File: src/sv/cau_div_cell.sv
// one restoring divider cell: resolves a single quotient bit
module cau_div_cell #(
   parameter int RW  = 56,
   parameter int DW  = 32,
   parameter int QW  = 16,
   parameter int BIT = 0
) (
   input  logic          clock,
   input  logic          en,
   input  logic [RW-1:0] rem_i,
   input  logic [DW-1:0] den_i,
   input  logic [QW-1:0] quo_i,
   output logic [RW-1:0] rem_o,
   output logic [DW-1:0] den_o,
   output logic [QW-1:0] quo_o
);

   logic [RW-1:0] rem_ff, rem_in;
   logic [DW-1:0] den_ff;
   logic [QW-1:0] quo_ff, quo_in;
   logic [RW-1:0] trial;
   logic          take;

   // compare against the divisor weighted by this bit
   always_comb begin
      trial  = RW'(den_i) << BIT;
      take   = (rem_i >= trial);
      rem_in = take ? (rem_i - trial) : rem_i;
      quo_in = quo_i | (QW'(take) << BIT);
   end

   // hand partial remainder to the next cell
   always_ff @(posedge clock) begin
      if (en) begin
         rem_ff <= rem_in;
         den_ff <= den_i;
         quo_ff <= quo_in;
      end
   end

   assign rem_o = rem_ff;
   assign den_o = den_ff;
   assign quo_o = quo_ff;

endmodule

File: config.mk
export PLATFORM = sky130hd
export DESIGN_NAME = cau_div_cell
export DESIGN_NICKNAME = d
export VERILOG_FILES = /design/src/sv/cau_div_cell.sv
export SDC_FILE = /design/constraint.sdc
export NUM_CORES = 1
export LEC_CHECK = 0
export BUFFER_PORTS_ARGS = -buffer_cell sky130_fd_sc_hd__buf_4
export CAP_MARGIN = 25
export CORE_ASPECT_RATIO = 0.5
export CORE_MARGIN = 2
export CORE_UTILIZATION = 55
export CTS_CLUSTER_DIAMETER = 100
export DETAILED_ROUTE_END_ITERATION = 12
export MAX_ROUTING_LAYER = met4
export PLACE_DENSITY = 0.86
export SYNTH_ARGS = -nofsm -noshare
export SYNTH_HDL_FRONTEND = slang
export SYNTH_SLANG_ARGS = --single-unit
File: constraint.sdc
create_clock -name clock -period 6.26 [get_ports clock]
set_input_delay 0.939 -clock clock [delete_from_list [all_inputs] [get_ports clock]]
set_output_delay 0.939 -clock clock [all_outputs]
set_load 0.02 [all_outputs]
Yosys cells after proc, flatten, opt, wreduce, memory -nomap -nowiden
Index checks and enable logic that the tools add are counted.
{"block": "totals", "register_bits": 104, "in_bits": 106, "out_inout_bits": 104, "word_cells": 7}
{"block": "classes", "add_sub_neg": 1, "n_lt_le_gt_ge": 1, "mux": 1, "n_bitwise": 1}
{"op": "$ge A56 B32 Y1", "n": 1}
{"op": "$mux W56", "n": 1}
{"op": "$sub A56 B32 Y56", "n": 1}
{"op": "$or A16 B1 Y16", "n": 1}

Longest topological paths before layout
Gate-level depths: netlist (run 1).
{"block": "logic_depth", "word_depth": 2, "mapped_depth": 12, "ltp_nobuf": 11}

Worst setup path after synthesis (run 1)
No wires, ideal clock.
{"block": "synth_path", "path_type": "input to register", "start": "input port den_i[31]", "end": "register rem_ff[48] (netlist: rem_o[48]) (data pin)", "setup_ns": 0.266, "t_arrival_ns": 3.111, "required_time_ns": 5.994, "setup_slack_ns": 2.883, "path_stages": 12, "n_path_buf": 2, "path_cell_list": "inv_1 ha_1 clkbuf_1 nand4_1 or2_2 nand2b_1 o2111ai_2 a31oi_4 a211o_1 buf_6 nor4_4 xor2_1"}
{"block": "synth_via", "elab_chain_len": 2, "elab_cells_between_ends": 3, "cone_classes": "add/sub (1); order compare (1); mux (1)"}
{"item": "start: declaration", "line_no": "11", "rtl": "input logic [DW-1:0] den_i,"}
{"item": "$sub A56 B32 Y56 or $ge A56 B32 Y1 (tied branches)", "line_no": "28, 27"}
{"item": "$mux W56 (*)", "line_no": "28", "rtl": "rem_in = take ? (rem_i - trial) : rem_i;"}
{"item": "net rem_in[48]", "line_no": "18", "rtl": "logic [RW-1:0] rem_ff, rem_in;"}
{"item": "end signal: assignment", "line_no": "35", "rtl": "rem_ff <= rem_in;"}
{"item": "end: declaration", "line_no": "18"}
The timed path passes the listed nets; every way through them passes the cells marked *.
A chain may end at the register's enable or synchronous reset.

Worst setup path after layout (run 1)
{"block": "layout_path", "start": "input port rem_i[37]", "end": "register rem_ff[38] (netlist: rem_o[38]) (data pin)"}
{"block": "layout_via", "elab_chain_len": 2, "elab_cells_between_ends": 3, "cone_classes": "add/sub (1); order compare (1); mux (1)"}
{"item": "start: declaration", "line_no": "10", "rtl": "input logic [RW-1:0] rem_i,"}
{"item": "$sub A56 B32 Y56 or $ge A56 B32 Y1 (tied branches)", "line_no": "28, 27"}
{"item": "$mux W56 (*)", "line_no": "28"}
{"item": "net rem_in[38]", "line_no": "18"}
Marks and branches as above.

==> results.toml, run 1 <==
[detailed_routing]
dr.pass1.iters = 5
finalWirelength_um = 16200
wl_met2_um = 7960
num_vias = 5324
drtIter0Drc = 566
dr_wl_met3_um = 1010
avgRoutedWirePerCell_um = 17.3
highest_layer = "met4"
drc = 0
met1_length_um = 7150
viasPerCell = 5.69
ant_nets = 0

[finish]
mostFrequentLayoutCells = "buf_4 (211), edfxtp_1 (104), nand2_1 (72)"
diodes = 0
area.growth.synth_to_final_pct = 31.3
fin_cells = 936
mostFrequentLayoutCell = "buf_4"
fin_util_pct = 74.1
finalNetCount = 925
fill_cells = 786
drive_gt1_share_pct = 30.7

[cts]
numCtsBuffers = 9
cts_resized = 0
clk_pin_slew_ns = 0.08
h-tree-depth = 3
cts_hold_buf = 0
cts_tree = "built"
clkSinkCount = 104
postCtsSetupBuffers = 0
clock-root-buffer = "clkbuf_16"
clockBufferDepth = 2

[yosys]
synthDistinctLibCells = 60
syn_area_um2 = 6200
synth_area_per_cell_um2 = 10.4
ys_seq_area_share_pct = 50.4
syn_nets = 735
yosys_register_bits = 104
synth-edff-count = 104
synth-async-reset-ratio_pct = 0
synth_top_flop_cell = "edfxtp_1"
synth_cells = 596
yosys_warnings = 0

[min_path]
hp-class = "in -> reg"

[die]
initial_core_util_pct = 56.4
die-area_um2 = 12200
die_y_um = 79.1
fp.dieW_um = 154
top_level_ports = 210
core_um2 = 11000
num_rows = 27

[global_route]
grt_usage_pct = 27.1
grt_pass1_wl_um = 25400
grt_max_degree = 69
grt_pass1_vias = 5198
grt_overflow_total = 0
antenna_found_initial = 0

[sta]
grt_setup_unrepaired = "no"
final.period_utilization_pct = 66.1
setup_viol = 0
fmax_ghz = 0.242
worst_slew_pin_slew_ns = 1.00
tns_ns = 0
drv_slew = 0
relSlewSlack_pct = 33.3
layout_min_cycle_time_ns = 4.14
hold_viol = 0

[critical_path]
required_ns = 6.36
worst-path-max-fanout = 41
cp-start-kind = "input pin"
crit_path_end_kind = "flop"
crit_arrival_ns = 4.24
cp-startpoint = "rem_i[37]"
critical_path_class = "in -> reg"
cp-endpoint = "rem_o[38]"

[power]
leakagePower_nw = 3.37
ir_worst_vdd_v = 0.000142
p_per_area_nw_per_um2 = 250

[placement]
dp_hpwl_um = 12300
gp_congestion = 0.935
port_buffers = 209
dp_cells = 920

[job]
drv_cap = 0

[status]
status = "finished, final reports clean"
critical path: stages:
cell and delay, ns:
buf_4 0.12, or3_1 0.53, nor4_1 0.59, and3_1 0.29, o2111ai_2 0.12, a31oi_4 0.81
a211o_1 0.54, nor3_1 0.12, xor2_1 0.17
kinds of logic (layout without fill, tap and decap cells):
kind of cell / count (synthesis) / after routing / share of synthesized area, %
AND/OR/NAND/NOR: 194 / 194 / 16.8
AO/OA/AOI/OAI: 140 / 140 / 13.7
adder cells (fa/ha/maj): 33 / 33 / 6.78
XOR/XNOR: 50 / 50 / 7.07
flip-flops: 104 / 104 / 50.4
buffers and inverters: 73 / 268 / 4.89
multiplexers: 2 / 2 / 0.343
cells in the mapped netlist (3+ instances only):
| master | count | area [um^2] |
|---|---|---|
| o211ai_1 | 4 | 30.0 |
| edfxtp_1 | 104 | 3120 |
| nor4_1 | 6 | 37.5 |
| nor4_2 | 4 | 50.1 |
| ha_1 | 32 | 400 |
| nand2b_1 | 8 | 50.1 |
| xor2_1 | 26 | 228 |
| a21oi_1 | 43 | 215 |
| nand4_1 | 14 | 87.6 |
| inv_1 | 41 | 154 |
| o21ai_0 | 55 | 275 |
| nand3_1 | 18 | 90.1 |
| and3_1 | 3 | 18.8 |
| nor4_4 | 3 | 63.8 |
| clkbuf_1 | 15 | 56.3 |
| o21bai_1 | 4 | 30.0 |
| nand2_1 | 72 | 270 |
| nor2b_1 | 7 | 43.8 |
| a41oi_1 | 3 | 26.3 |
| or3_1 | 6 | 37.5 |
| nor3_1 | 17 | 85.1 |
| nor2_1 | 22 | 82.6 |
| a21o_1 | 4 | 30.0 |
| buf_2 | 14 | 70.1 |
| xnor2_1 | 24 | 210 |
cell type report:
cell class              instances  area [um^2]  area share, %
clock buffers                   9          225           2.77
clock inverters                 7         97.6           1.20
inverters                      41          154           1.89
multi-input cells             419         2770           34.1
flip-flops and latches        104         3120           38.4
well taps                     145          181           2.23
repair buffers                211         1580           19.5
report_power, final:
| part | switching, mW | total (mW) | internal (mW) |
|---|---|---|---|
| combinational | 0.317 | 0.544 | 0.228 |
| clock | 0.285 | 0.610 | 0.325 |
| sequential | 0.0215 | 0.879 | 0.858 |
| total | 0.623 | 2.03 | 1.41 |
routing by layer:
| metal | GRT usage, % | vias to the layer above |
|---|---|---|
| met5 | - | - |
| met1 | 35.0 | 2542 |
| li1 | - | 2558 |
| met2 | 45.9 | 212 |
| met3 | 5.13 | 12 |
| met4 | 5.05 | 0 |
metrics by stage:
step	setup slack, ns	instance area [um^2]	hold WS (ns)	total power [mW]
2_1_floorplan	2.88	6200	1.04	1.19
3_3_place_gp	2.03	7810	1.12	1.42
3_5_place_dp	1.85	7810	1.12	1.43
4_1_cts	2.11	8140	0.754	2.04
5_1_grt	1.90	8140	0.744	2.11
6_report	2.12	8140	0.755	2.03
flip-flops by register name (all words and copies together) (netlist names):
signal,count
rem_o,56
den_o,32
quo_o,16
how the worst min path moves through the flow:
stage / startpoint / end / slack [ns] / depth (start not counted)
after floorplan: den_i[0] / den_o[0] / 1.04 / 0
after global placement: quo_i[2] / quo_o[2] / 1.12 / 1
after detailed placement: quo_i[3] / quo_o[3] / 1.12 / 1
after CTS: quo_i[13] / quo_o[13] / 0.75 / 1
after global routing: quo_i[13] / quo_o[13] / 0.74 / 1
final: quo_i[13] / quo_o[13] / 0.75 / 1
(Power assumes the default switching activity.)
==> inputs of run 2 (changes only) <==
--- a/config.mk
+++ b/config.mk
@@ -9,11 +9,11 @@
 export CAP_MARGIN = 25
 export CORE_ASPECT_RATIO = 0.5
 export CORE_MARGIN = 2
-export CORE_UTILIZATION = 55
+export CORE_UTILIZATION = 46
 export CTS_CLUSTER_DIAMETER = 100
 export DETAILED_ROUTE_END_ITERATION = 12
 export MAX_ROUTING_LAYER = met4
-export PLACE_DENSITY = 0.86
+export PLACE_DENSITY = 0.77
 export SYNTH_ARGS = -nofsm -noshare
 export SYNTH_HDL_FRONTEND = slang
 export SYNTH_SLANG_ARGS = --single-unit
==> constraint.sdc (replaced) <==
create_clock -name clock -period 3.75 [get_ports clock]
set_input_delay 0.5625 -clock clock [delete_from_list [all_inputs] [get_ports clock]]
set_output_delay 0.5625 -clock clock [all_outputs]
set_load 0.02 [all_outputs]
==> results.toml, run 2 (synthesized netlist as in run 1, its figures left out) <==
[detailed_routing]
drc = 0
finalWirelength_um = 16400
dr.pass1.iters = 5
avgRoutedWirePerCell_um = 16.9
num_vias = 5294
ant_nets = 0
drtIter0Drc = 426
viasPerCell = 5.44

[finish]
mostFrequentLayoutCells = "buf_4 (222), edfxtp_1 (104), nand2_1 (72)"
finalNetCount = 938
multi_input_area_um2 = 2770
mostFrequentLayoutCell = "buf_4"
fill_cells = 1042
diodes = 0
largest_reg_flops = 56
drive_gt1_share_pct = 31.8
regArea_um2 = 3120
area.growth.synth_to_final_pct = 33.6

[cts]
clockBufferDepth = 2
numCtsBuffers = 9
cts_tree = "built"
clk_pin_slew_ns = 0.08
cts_hold_buf = 0
h-tree-depth = 3
postCtsSetupBuffers = 0
clock-root-buffer = "clkbuf_16"
clkSinkCount = 104
cts_resized = 0

[placement]
dp_hpwl_um = 12800
gp_congestion = 0.890
port_buffers = 209

[sta]
tns_ns = 0
setup_viol = 0
fmax_ghz = 0.324
hold_ws_ns = 0.382
drv_slew = 0
relSlewSlack_pct = 53.7
worst_slew_pin_slew_ns = 0.689
grt_setup_unrepaired = "no"
hold_viol = 0
layout_min_cycle_time_ns = 3.08
final.period_utilization_pct = 82.3

[power]
leakagePower_nw = 3.43
clock_power_share_pct = 29.3
p_int_mw = 2.35
ir_worst_vdd_v = 0.000214
seq_power_share_pct = 43.4
comb_power_share_pct = 27.3
p_per_area_nw_per_um2 = 408
swShare_pct = 30.3
switchingPower_mw = 1.02

[min_path]
hp-class = "in -> reg"
hold_path.startpoint = "quo_i[5]"

[status]
status = "finished, final reports clean"

[global_route]
grt_pass1_vias = 5114
grt_most_used_layer = "met2"
grt_max_degree = 72
grt_use_met3_pct = 4.29
gr-usage-met1_pct = 32.1
grt_overflow_total = 0
met2_usage_pct = 38.1
antenna_found_initial = 0
grt_usage_pct = 23.8
grt_pass1_wl_um = 26300

[critical_path]
cp-startpoint = "rem_i[0]"
crit_path_end_kind = "flop"
crit_arrival_ns = 3.19
cp_num_buf_inv = 3
slowest_stage = "fa_1"
path_delay_family = "simple AND/OR/NAND/NOR gates"
path_cells = "buf_4, inv_1, ha_1, fa_1, nand2b_1, a21oi_1, o21ai_0, nand3_1, a31oi_4, buf_4, nor4b_4, nand3_1, xnor2_1"
max_stage_delay_ns = 0.40
required_ns = 3.86
cp-start-kind = "input pin"
critical_path_class = "in -> reg"
worst-path-max-fanout = 12

[die]
initial_core_util_pct = 48.0
die_y_um = 86.1
num_rows = 29
core_um2 = 12900
die-area_um2 = 14500
top_level_ports = 210
fp.dieW_um = 168

[job]
drv_cap = 0
run 2: cell type report:
type	instances	share of cell area, %
Sequential cell	104	37.7
Multi-Input combinational cell	419	33.5
Timing Repair Buffer	224	20.6
Clock buffer	9	2.72
Tap cell	170	2.57
Inverter	41	1.86
Clock inverter	7	1.07
run 2: power by group through the flow:
stage | Sequential [mW] | Clock (mW) | Combinational, mW
6_report | 1.47 | 0.991 | 0.922
5_1_grt | 1.48 | 1.06 | 0.994
4_1_cts | 1.47 | 1.01 | 0.920
3_5_place_dp | 1.49 | 0 | 0.916
3_3_place_gp | 1.49 | 0 | 0.903
2_1_floorplan | 1.65 | 0 | 0.341
run 2: through the flow:
step	worst slack (ns)	util, %	power [mW]	area (um^2)	std cells
floorplan	0.749	-	1.99	6200	596
global placement	0.366	61.7	2.39	7970	958
detailed placement	0.304	61.7	2.41	7970	958
CTS	0.676	64.1	3.40	8280	974
global route	0.467	64.1	3.53	8280	974
finish	0.665	64.1	3.38	8280	974
run 2: final timing paths:
kind | endpoint | slack [ns] | cells past startpoint
worst max-delay path | rem_o[45] | 0.67 | 13
worst min-delay path | quo_o[5] | 0.38 | 1
run 2: layer usage:
metal	routed length, um	up-vias
met1	7520	2491
li1	-	2575
met2	7660	212
met4	184	0
met5	0	-
met3	1080	16
