## src/sv/cau_sqrt_cell.sv

```systemverilog
// one digit-by-digit square root cell: resolves a single root bit
module cau_sqrt_cell #(
   parameter int SW  = 32,
   parameter int QW  = 16,
   parameter int BIT = 0
) (
   input  logic          clock,
   input  logic          en,
   input  logic [SW-1:0] rem_i,
   input  logic [QW-1:0] root_i,
   output logic [SW-1:0] rem_o,
   output logic [QW-1:0] root_o
);

   logic [SW-1:0] rem_ff, rem_in;
   logic [QW-1:0] root_ff, root_in;
   logic [SW:0]   trial;
   logic          take;

   // trial term (2*root + 2^bit) * 2^bit
   always_comb begin
      trial   = ((SW+1)'(root_i) << (BIT + 1)) + ((SW+1)'(1) << (2 * BIT));
      take    = ({1'b0, rem_i} >= trial);
      rem_in  = take ? SW'({1'b0, rem_i} - trial) : rem_i;
      root_in = root_i | (QW'(take) << BIT);
   end

   // hand remainder and partial root to the next cell
   always_ff @(posedge clock) begin
      if (en) begin
         rem_ff  <= rem_in;
         root_ff <= root_in;
      end
   end

   assign rem_o  = rem_ff;
   assign root_o = root_ff;

endmodule

```

## config.mk

```make
export PLATFORM = sky130hd
export DESIGN_NAME = cau_sqrt_cell
export DESIGN_NICKNAME = d
export VERILOG_FILES = /design/src/sv/cau_sqrt_cell.sv
export SDC_FILE = /design/constraint.sdc
export NUM_CORES = 1
export LEC_CHECK = 0
export BUFFER_PORTS_ARGS = -buffer_cell sky130_fd_sc_hd__buf_2
export CAP_MARGIN = 20
export CORE_ASPECT_RATIO = 1.25
export CORE_MARGIN = 3
export CORE_UTILIZATION = 45
export DETAILED_ROUTE_END_ITERATION = 6
export PLACE_DENSITY = 0.76
export SLEW_MARGIN = 15
export SYNTH_ARGS = -nofsm -noshare
export SYNTH_HDL_FRONTEND = slang
export SYNTH_SLANG_ARGS = --single-unit
export TNS_END_PERCENT = 100
```

## constraint.sdc

```tcl
create_clock -name clock -period 2.9 [get_ports clock]
set_input_delay 0.29 -clock clock [delete_from_list [all_inputs] [get_ports clock]]
set_output_delay 0.29 -clock clock [all_outputs]
set_load 0.05 [all_outputs]
```

# --- Word level (Yosys, flattened, before mapping) ---
# Cells that the tools add are included.
totals:
  word_cells: 7
  ff_bits: 48
  inputBits: 50
  out_inout_bits: 48
op_classes:
  n_bitwise: 1
  muxes: 1
  n_lt_le_gt_ge: 1
  addsub: 2
ops:
  columns: ["cell", "n"]
  rows:
  - ["32-bit by 18-bit >= comparator with 1-bit output", 1]
  - ["32-bit two-way mux", 1]
  - ["32-bit by 18-bit subtractor with 32-bit output", 1]
  - ["17-bit by 1-bit adder with 18-bit output (second input constant)", 1]
  - ["16-bit by 1-bit OR with 16-bit output", 1]

# --- Logic depth before layout (Yosys ltp) ---
# Gate-level depths: netlist (run 1).
depth:
  depth_word: 3
  ltp_mapped: 11
  ltp_nobuf: 10

# --- Worst setup path before layout (run 1) ---
# Ideal clock, no wire load.
synth_timing:
  path_type: "input -> register"
  startpoint: "input port root_i[0]"
  endpoint: "register rem_ff[26] (netlist: rem_o[26]) (data pin)"
  t_arrival_ps: 2818
  required_time_ps: 2642
  path_slack_ps: -175
  setup_time_ps: 258
  cell_stages: 9
  n_path_buf: 0
  cell_sequence: "inv_1 fa_1 a211oi_1 o31ai_1 a21o_1 a2111oi_0 o41a_1 or4b_4 xnor2_2"
synth_via:
  elab_chain_len: 3
  elab_cells_between_ends: 4
synth_lines:
  columns: ["item", "line", "text"]
  rows:
  - ["start, declared", "10", "input logic [QW-1:0] root_i,"]
  - ["17-bit by 1-bit adder with 18-bit output (*)", "22", "trial = ((SW+1)'(root_i) << (BIT + 1)) + ((SW+1)'(1) << (2 * BIT));"]
  - ["32-bit by 18-bit subtractor with 32-bit output or 32-bit by 18-bit >= comparator with 1-bit output (tied branches)", "24, 23", null]
  - ["32-bit two-way mux (*)", "24", "rem_in = take ? SW'({1'b0, rem_i} - trial) : rem_i;"]
  - ["net rem_in[26]", "15", "logic [SW-1:0] rem_ff, rem_in;"]
  - ["end signal, assigned", "31", "rem_ff <= rem_in;"]
  - ["end, declared", "15", null]
# Mark *: on every way through the listed nets, which the timed path passes. The rest lies on a longest branch.
# A chain may end at the register's enable or synchronous reset.

# --- Worst setup path after layout (run 1) ---
layout_timing:
  startpoint: "input port rem_i[1]"
  endpoint: "register rem_ff[26] (netlist: rem_o[26]) (data pin)"
layout_via:
  elab_chain_len: 2
  elab_cells_between_ends: 3
layout_lines:
  columns: ["item", "line", "text"]
  rows:
  - ["start, declared", "9", "input logic [SW-1:0] rem_i,"]
  - ["32-bit by 18-bit subtractor with 32-bit output or 32-bit by 18-bit >= comparator with 1-bit output (tied branches)", "24, 23", null]
  - ["32-bit two-way mux (*)", "24", null]
  - ["net rem_in[26]", "15", null]
# Marked as above.

==> results of run 1 <==
==> area by class of cell <==
cell class                      count  area (sq um)
Timing Repair Buffer              119           663
Fill cell                         542          2460
Inverter                           22          82.6
Clock buffer                        7          76.3
Tap cell                           85           106
Multi-Input combinational cell    190          1380
Clock inverter                      1          3.75
Sequential cell                    48          1440
==> routing by layer <==
metal	GRT usage	up-vias	wire (um)
li1	-	1223	-
met1	0.204	1147	2620
met2	0.364	71	3600
met3	0.0412	14	391
met4	0.0742	0	151
met5	0	-	0
==> how the worst max path moves through the flow <==
stage / start / to / slack [ns] / cells past startpoint
CTS: rem_i[1] / rem_o[26]$_DFFE_PP_ / 0.23 / 9
floorplan: root_i[0] / rem_o[26]$_DFFE_PP_ / 0.003 / 9
global route: rem_i[1] / rem_o[26]$_DFFE_PP_ / 0.14 / 9
global placement: rem_i[1] / rem_o[26]$_DFFE_PP_ / -0.04 / 9
finish: rem_i[1] / rem_o[26]$_DFFE_PP_ / 0.22 / 9
detailed placement: rem_i[1] / rem_o[26]$_DFFE_PP_ / -0.06 / 9
==> flip-flops by register name (all words and copies together) (netlist names) <==
signal / cells
rem_o: 32
root_o: 16
==> power by group through the flow <==
stage	combinational (uW)	clock, uW	sequential (uW)
after global routing	771	417	880
after CTS	718	391	875
final	719	379	873
after floorplan	230	0	1160
after global placement	706	0	889
after detailed placement	714	0	890
==> per-stage QoR <==
step / cell area, sq um / util
after floorplan: 2920 / -
after global placement: 3650 / 0.588
after detailed placement: 3650 / 0.588
after CTS: 3730 / 0.601
after global routing: 3750 / 0.604
final: 3750 / 0.604
==> cells in the final DEF (no fill, tap or decap), types with 8 or more instances in the layout <==
| master | Yosys | routed |
|---|---|---|
| a21oi_1 | 27 | 27 |
| buf_2 | 3 | 97 |
| buf_4 | 0 | 21 |
| edfxtp_1 | 48 | 48 |
| ha_1 | 17 | 17 |
| inv_1 | 22 | 22 |
| nand2_1 | 16 | 16 |
| nor2_1 | 19 | 19 |
| o21ai_0 | 11 | 11 |
| xnor2_1 | 20 | 20 |
| xor2_1 | 8 | 8 |
==> cell families after synthesis <==
| family | count (synthesis) |
|---|---|
| simple gates | 73 |
| flops | 48 |
| fa+ha+maj | 18 |
| mux | 7 |
| compound gates | 63 |
| buf+inv | 27 |
| xor+xnor | 29 |
==> flow_summary.ini, run 1 <==
[synthesis]
ys_top_cells_by_area = edfxtp_1 (50%), ha_1 (7.3%), xnor2_1 (6.0%)
synth_edf_count = 48
ys_seq_area_frac = 0.496
synth_compound_gate_area_share = 0.135
yosysTopAreaCellShare = 0.496
ys_warn_count = 0
synth_top_family_by_area = compound AO/OA/AOI/OAI gates
ys_ff_latch = 48
synth.most_common_cell = edfxtp_1
synth_simple_gate_area_frac = 0.135
synthMuxAreaShare = 0.0271
ys_top_cells_by_count = edfxtp_1 (48), a21oi_1 (27), inv_1 (22), xnor2_1 (20), nor2_1 (19)
synth_xor_area_frac = 0.0900
netlist_area_sq_mm = 0.00291
synth_cell_types = 44
synth_top_area_cell = edfxtp_1
synth.avg_cell_area_sq_um = 11.0
syn-num-nets = 333
synthArstFlopShare = 0
synthCells = 265
ys.flop_type = edfxtp_1
synth-adder-area-share = 0.0801

[placed_design]
hpwl_mm = 5.35
gp_congestion = 0.913
numPortBuffers = 97
dp_slack_ns = -0.0599
place_inst = 463

[power]
p_switching_uw = 716
p_sw_frac = 0.364
p_comb_frac = 0.365
peakVddDrop_uv = 262
p_leak_uw = 0.00164
power.density_mw_per_mm2 = 526
power_frac_seq = 0.443
p_clk_frac = 0.192
power_uw = 1970
internal_power_uw = 1250

[timing]
setup_ws_ns = 0.221
slew-limit-headroom = 0.657
fmax_mhz = 373
tightest_slew_ns = 0.514
rsz0062_at_grt = false
holdWs_ns = 0.172
fin_setup_tns_ns = 0
finalSetupViolCount = 0
min_period_over_period = 0.924
min_period_ns = 2.68
slew_viol_final = 0
hold_viol_final = 0

[worst_hold_path]
hold-path-endpoint = root_o[6]$_DFFE_PP_
min_from = root_i[6]
hp-class = primary input to flop
whs_path_depth = 1

[global_routing]
grt_usage = 0.191
grt_max_degree = 49
antenna_found_initial = 0
grt_pass1_vias = 2508
overflow = 0
grt_pass1_wl_mm = 11.1

[cells_and_area]
drive_gt1_frac = 0.364
syn_to_final_growth_pct = 29.0
n_antenna_cell = 0
instances_no_fill = 472
fin_nets = 454

[worst_setup_path]
max_stage_delay_ns = 0.50
critPathBufInv = 1
cp_slowest_cell = fa_1
crit_arrival_ns = 2.73
path_delay_family = compound AO/OA/AOI/OAI gates
cp-start-kind = primary input
crit_required_ns = 2.95
crit_fanout = 3
path_class = primary input to flop
crit_chain = buf_2 -> fa_1 -> a211oi_2 -> o31ai_2 -> a21o_1 -> a2111oi_2 -> o41a_1 -> or4b_4 -> xnor2_2
cp-end-kind = flop

[run_status]
outcome = finished clean

[detailed_routing]
drt-wirelength-per-cell_um = 14.3
ant_nets = 0
drc = 0
drt_pass1_iterations = 5
vias_per_cell = 5.20
drt_iter0_drc = 108
routed_wl_mm = 6.77
dr_total_vias = 2455

[floorplan]
start_util = 0.468
coreArea_sq_mm = 0.00621
dieWidth_um = 77.9
die-area_sq_mm = 0.00746
rows = 32
io_pins = 98
fp.dieH_um = 95.8

[run]
cap_violations = 0

[clocking]
htree_levels = 2
clk_path_buf_depth = 2
path_clk_slew_ns = 0.09
hold_buffers = 0
cts.sinks = 48
cts_buffers = 5
root_buffer = clkbuf_8
ctsResizeCount = 0
cts_tree = done
cts_setup_buffers = 0
Note: power is estimated with default switching activity, not from simulation.
==> run 2: changes to the inputs <==
--- a/config.mk
+++ b/config.mk
@@ -9,9 +9,9 @@
 export CAP_MARGIN = 20
 export CORE_ASPECT_RATIO = 1.25
 export CORE_MARGIN = 3
-export CORE_UTILIZATION = 45
+export CORE_UTILIZATION = 31
 export DETAILED_ROUTE_END_ITERATION = 6
-export PLACE_DENSITY = 0.76
+export PLACE_DENSITY = 0.56
 export SLEW_MARGIN = 15
 export SYNTH_ARGS = -nofsm -noshare
 export SYNTH_HDL_FRONTEND = slang
==> run 2 against run 1 <==
Net effect: hold slack about the same; sequential share of layout area decreased by 0.19 points; clock power increased by 1%; final area increased by 0.50%; largest cell class unchanged.
==> flow_summary.ini, run 2 (synthesis gave the netlist of run 1 again) <==
[detailed_routing]
vias_per_cell = 4.85
drt_iter0_drc = 103
drc = 0
drt_pass1_iterations = 4
dr_total_vias = 2450
drt-wirelength-per-cell_um = 14.2
routed_wl_mm = 7.18
ant_nets = 0

[run_status]
outcome = finished clean

[worst_hold_path]
whs_path_depth = 1
min_from = root_i[7]
hold-path-endpoint = root_o[7]$_DFFE_PP_
hp-class = primary input to flop

[floorplan]
die-area_sq_mm = 0.0106
rows = 38
start_util = 0.327
fp.dieH_um = 114
io_pins = 98
coreArea_sq_mm = 0.00889
dieWidth_um = 92.6

[worst_setup_path]
max_stage_delay_ns = 0.49
crit_chain = buf_2 -> fa_1 -> a211oi_2 -> o31ai_2 -> a21o_1 -> a2111oi_2 -> o41a_1 -> or4b_4 -> xnor2_2
cp_slowest_cell = fa_1
crit_required_ns = 2.96
cp-end-kind = flop
cp-start-kind = primary input
path_class = primary input to flop
crit_fanout = 3
crit_arrival_ns = 2.74

[power]
power_uw = 1970
p_clk_frac = 0.195
p_sw_frac = 0.369
p_comb_frac = 0.362
p_leak_uw = 0.00163
internal_power_uw = 1250
peakVddDrop_uv = 186
power.density_mw_per_mm2 = 524
power_frac_seq = 0.444
p_switching_uw = 728

[clocking]
clk_path_buf_depth = 2
path_clk_slew_ns = 0.08
htree_levels = 2
cts_setup_buffers = 0
cts.sinks = 48
root_buffer = clkbuf_8
hold_buffers = 0
ctsResizeCount = 0
cts_tree = done
cts_buffers = 5

[cells_and_area]
drive_gt1_frac = 0.366
n_antenna_cell = 0
largest_reg_flops = 32
syn_to_final_growth_pct = 29.7
fin_nets = 452
final_cell_mix = buf_2 (97), edfxtp_1 (48), a21oi_1 (27)
multi_input_area_sq_mm = 0.00138
seqCellArea_sq_mm = 0.00144
final_common_cell = buf_2
nFillCells = 894

[timing]
hold_viol_final = 0
slew_viol_final = 0
min_period_over_period = 0.925
rsz0062_at_grt = false
tightest_slew_ns = 0.639
fmax_mhz = 373
fin_setup_tns_ns = 0
finalSetupViolCount = 0
slew-limit-headroom = 0.574
min_period_ns = 2.68

[placed_design]
hpwl_mm = 5.80
numPortBuffers = 97
gp_congestion = 0.834

[global_routing]
grt_max_degree = 30
antenna_found_initial = 0
grt_usage = 0.140
grt_pass1_vias = 2469
overflow = 0
grt_pass1_wl_mm = 11.6

[run]
cap_violations = 0
run 2: how the worst max path moves through the flow:
stage | startpoint | slack, ns | endpoint | cells after the start
2_1_floorplan | root_i[0] | 0.003 | rem_o[26]$_DFFE_PP_ | 9
3_3_place_gp | rem_i[1] | -0.08 | rem_o[26]$_DFFE_PP_ | 9
3_5_place_dp | rem_i[1] | -0.1 | rem_o[26]$_DFFE_PP_ | 9
4_1_cts | rem_i[1] | 0.21 | rem_o[26]$_DFFE_PP_ | 9
5_1_grt | rem_i[1] | 0.13 | rem_o[26]$_DFFE_PP_ | 9
6_report | rem_i[1] | 0.22 | rem_o[26]$_DFFE_PP_ | 9
run 2: through the flow:
| step | hold slack, ns | std cells | util | area, sq um | setup slack (ns) |
|---|---|---|---|---|---|
| final | 0.172 | 505 | 0.424 | 3770 | 0.219 |
| after global routing | 0.161 | 505 | 0.424 | 3770 | 0.128 |
| after CTS | 0.161 | 505 | 0.424 | 3770 | 0.215 |
| after detailed placement | 0.487 | 497 | 0.414 | 3680 | -0.0985 |
| after global placement | 0.483 | 497 | 0.414 | 3680 | -0.0830 |
| after floorplan | 0.389 | 265 | - | 2920 | 0.00298 |
run 2: critical path, delay by kind of cell:
kind | cells | cell delay (ns)
buf+inv | 1 | 0.12
simple gates | 1 | 0.48
compound gates | 5 | 1.22
xor+xnor | 1 | 0.14
fa+ha+maj | 1 | 0.49
run 2: area by class of cell:
class                           instances  area share
Clock inverter                          3     0.00365
Timing Repair Buffer                  117       0.169
Multi-Input combinational cell        190       0.365
Inverter                               22      0.0219
Clock buffer                            5      0.0183
Sequential cell                        48       0.383
Tap cell                              120      0.0399
run 2: power groups by stage:
stage          clock network [uW]  logic (uW)  registers (uW)
2_1_floorplan                   0         230            1160
3_5_place_dp                    0         717             891
3_3_place_gp                    0         713             891
6_report                      384         713             876
4_1_cts                       403         719             877
5_1_grt                       420         768             884
run 2: metal layers:
metal,global-route usage,wire length (um)
met5,0,0
met4,0.0416,89
met3,0.0342,546
met2,0.252,3640
met1,0.162,2900
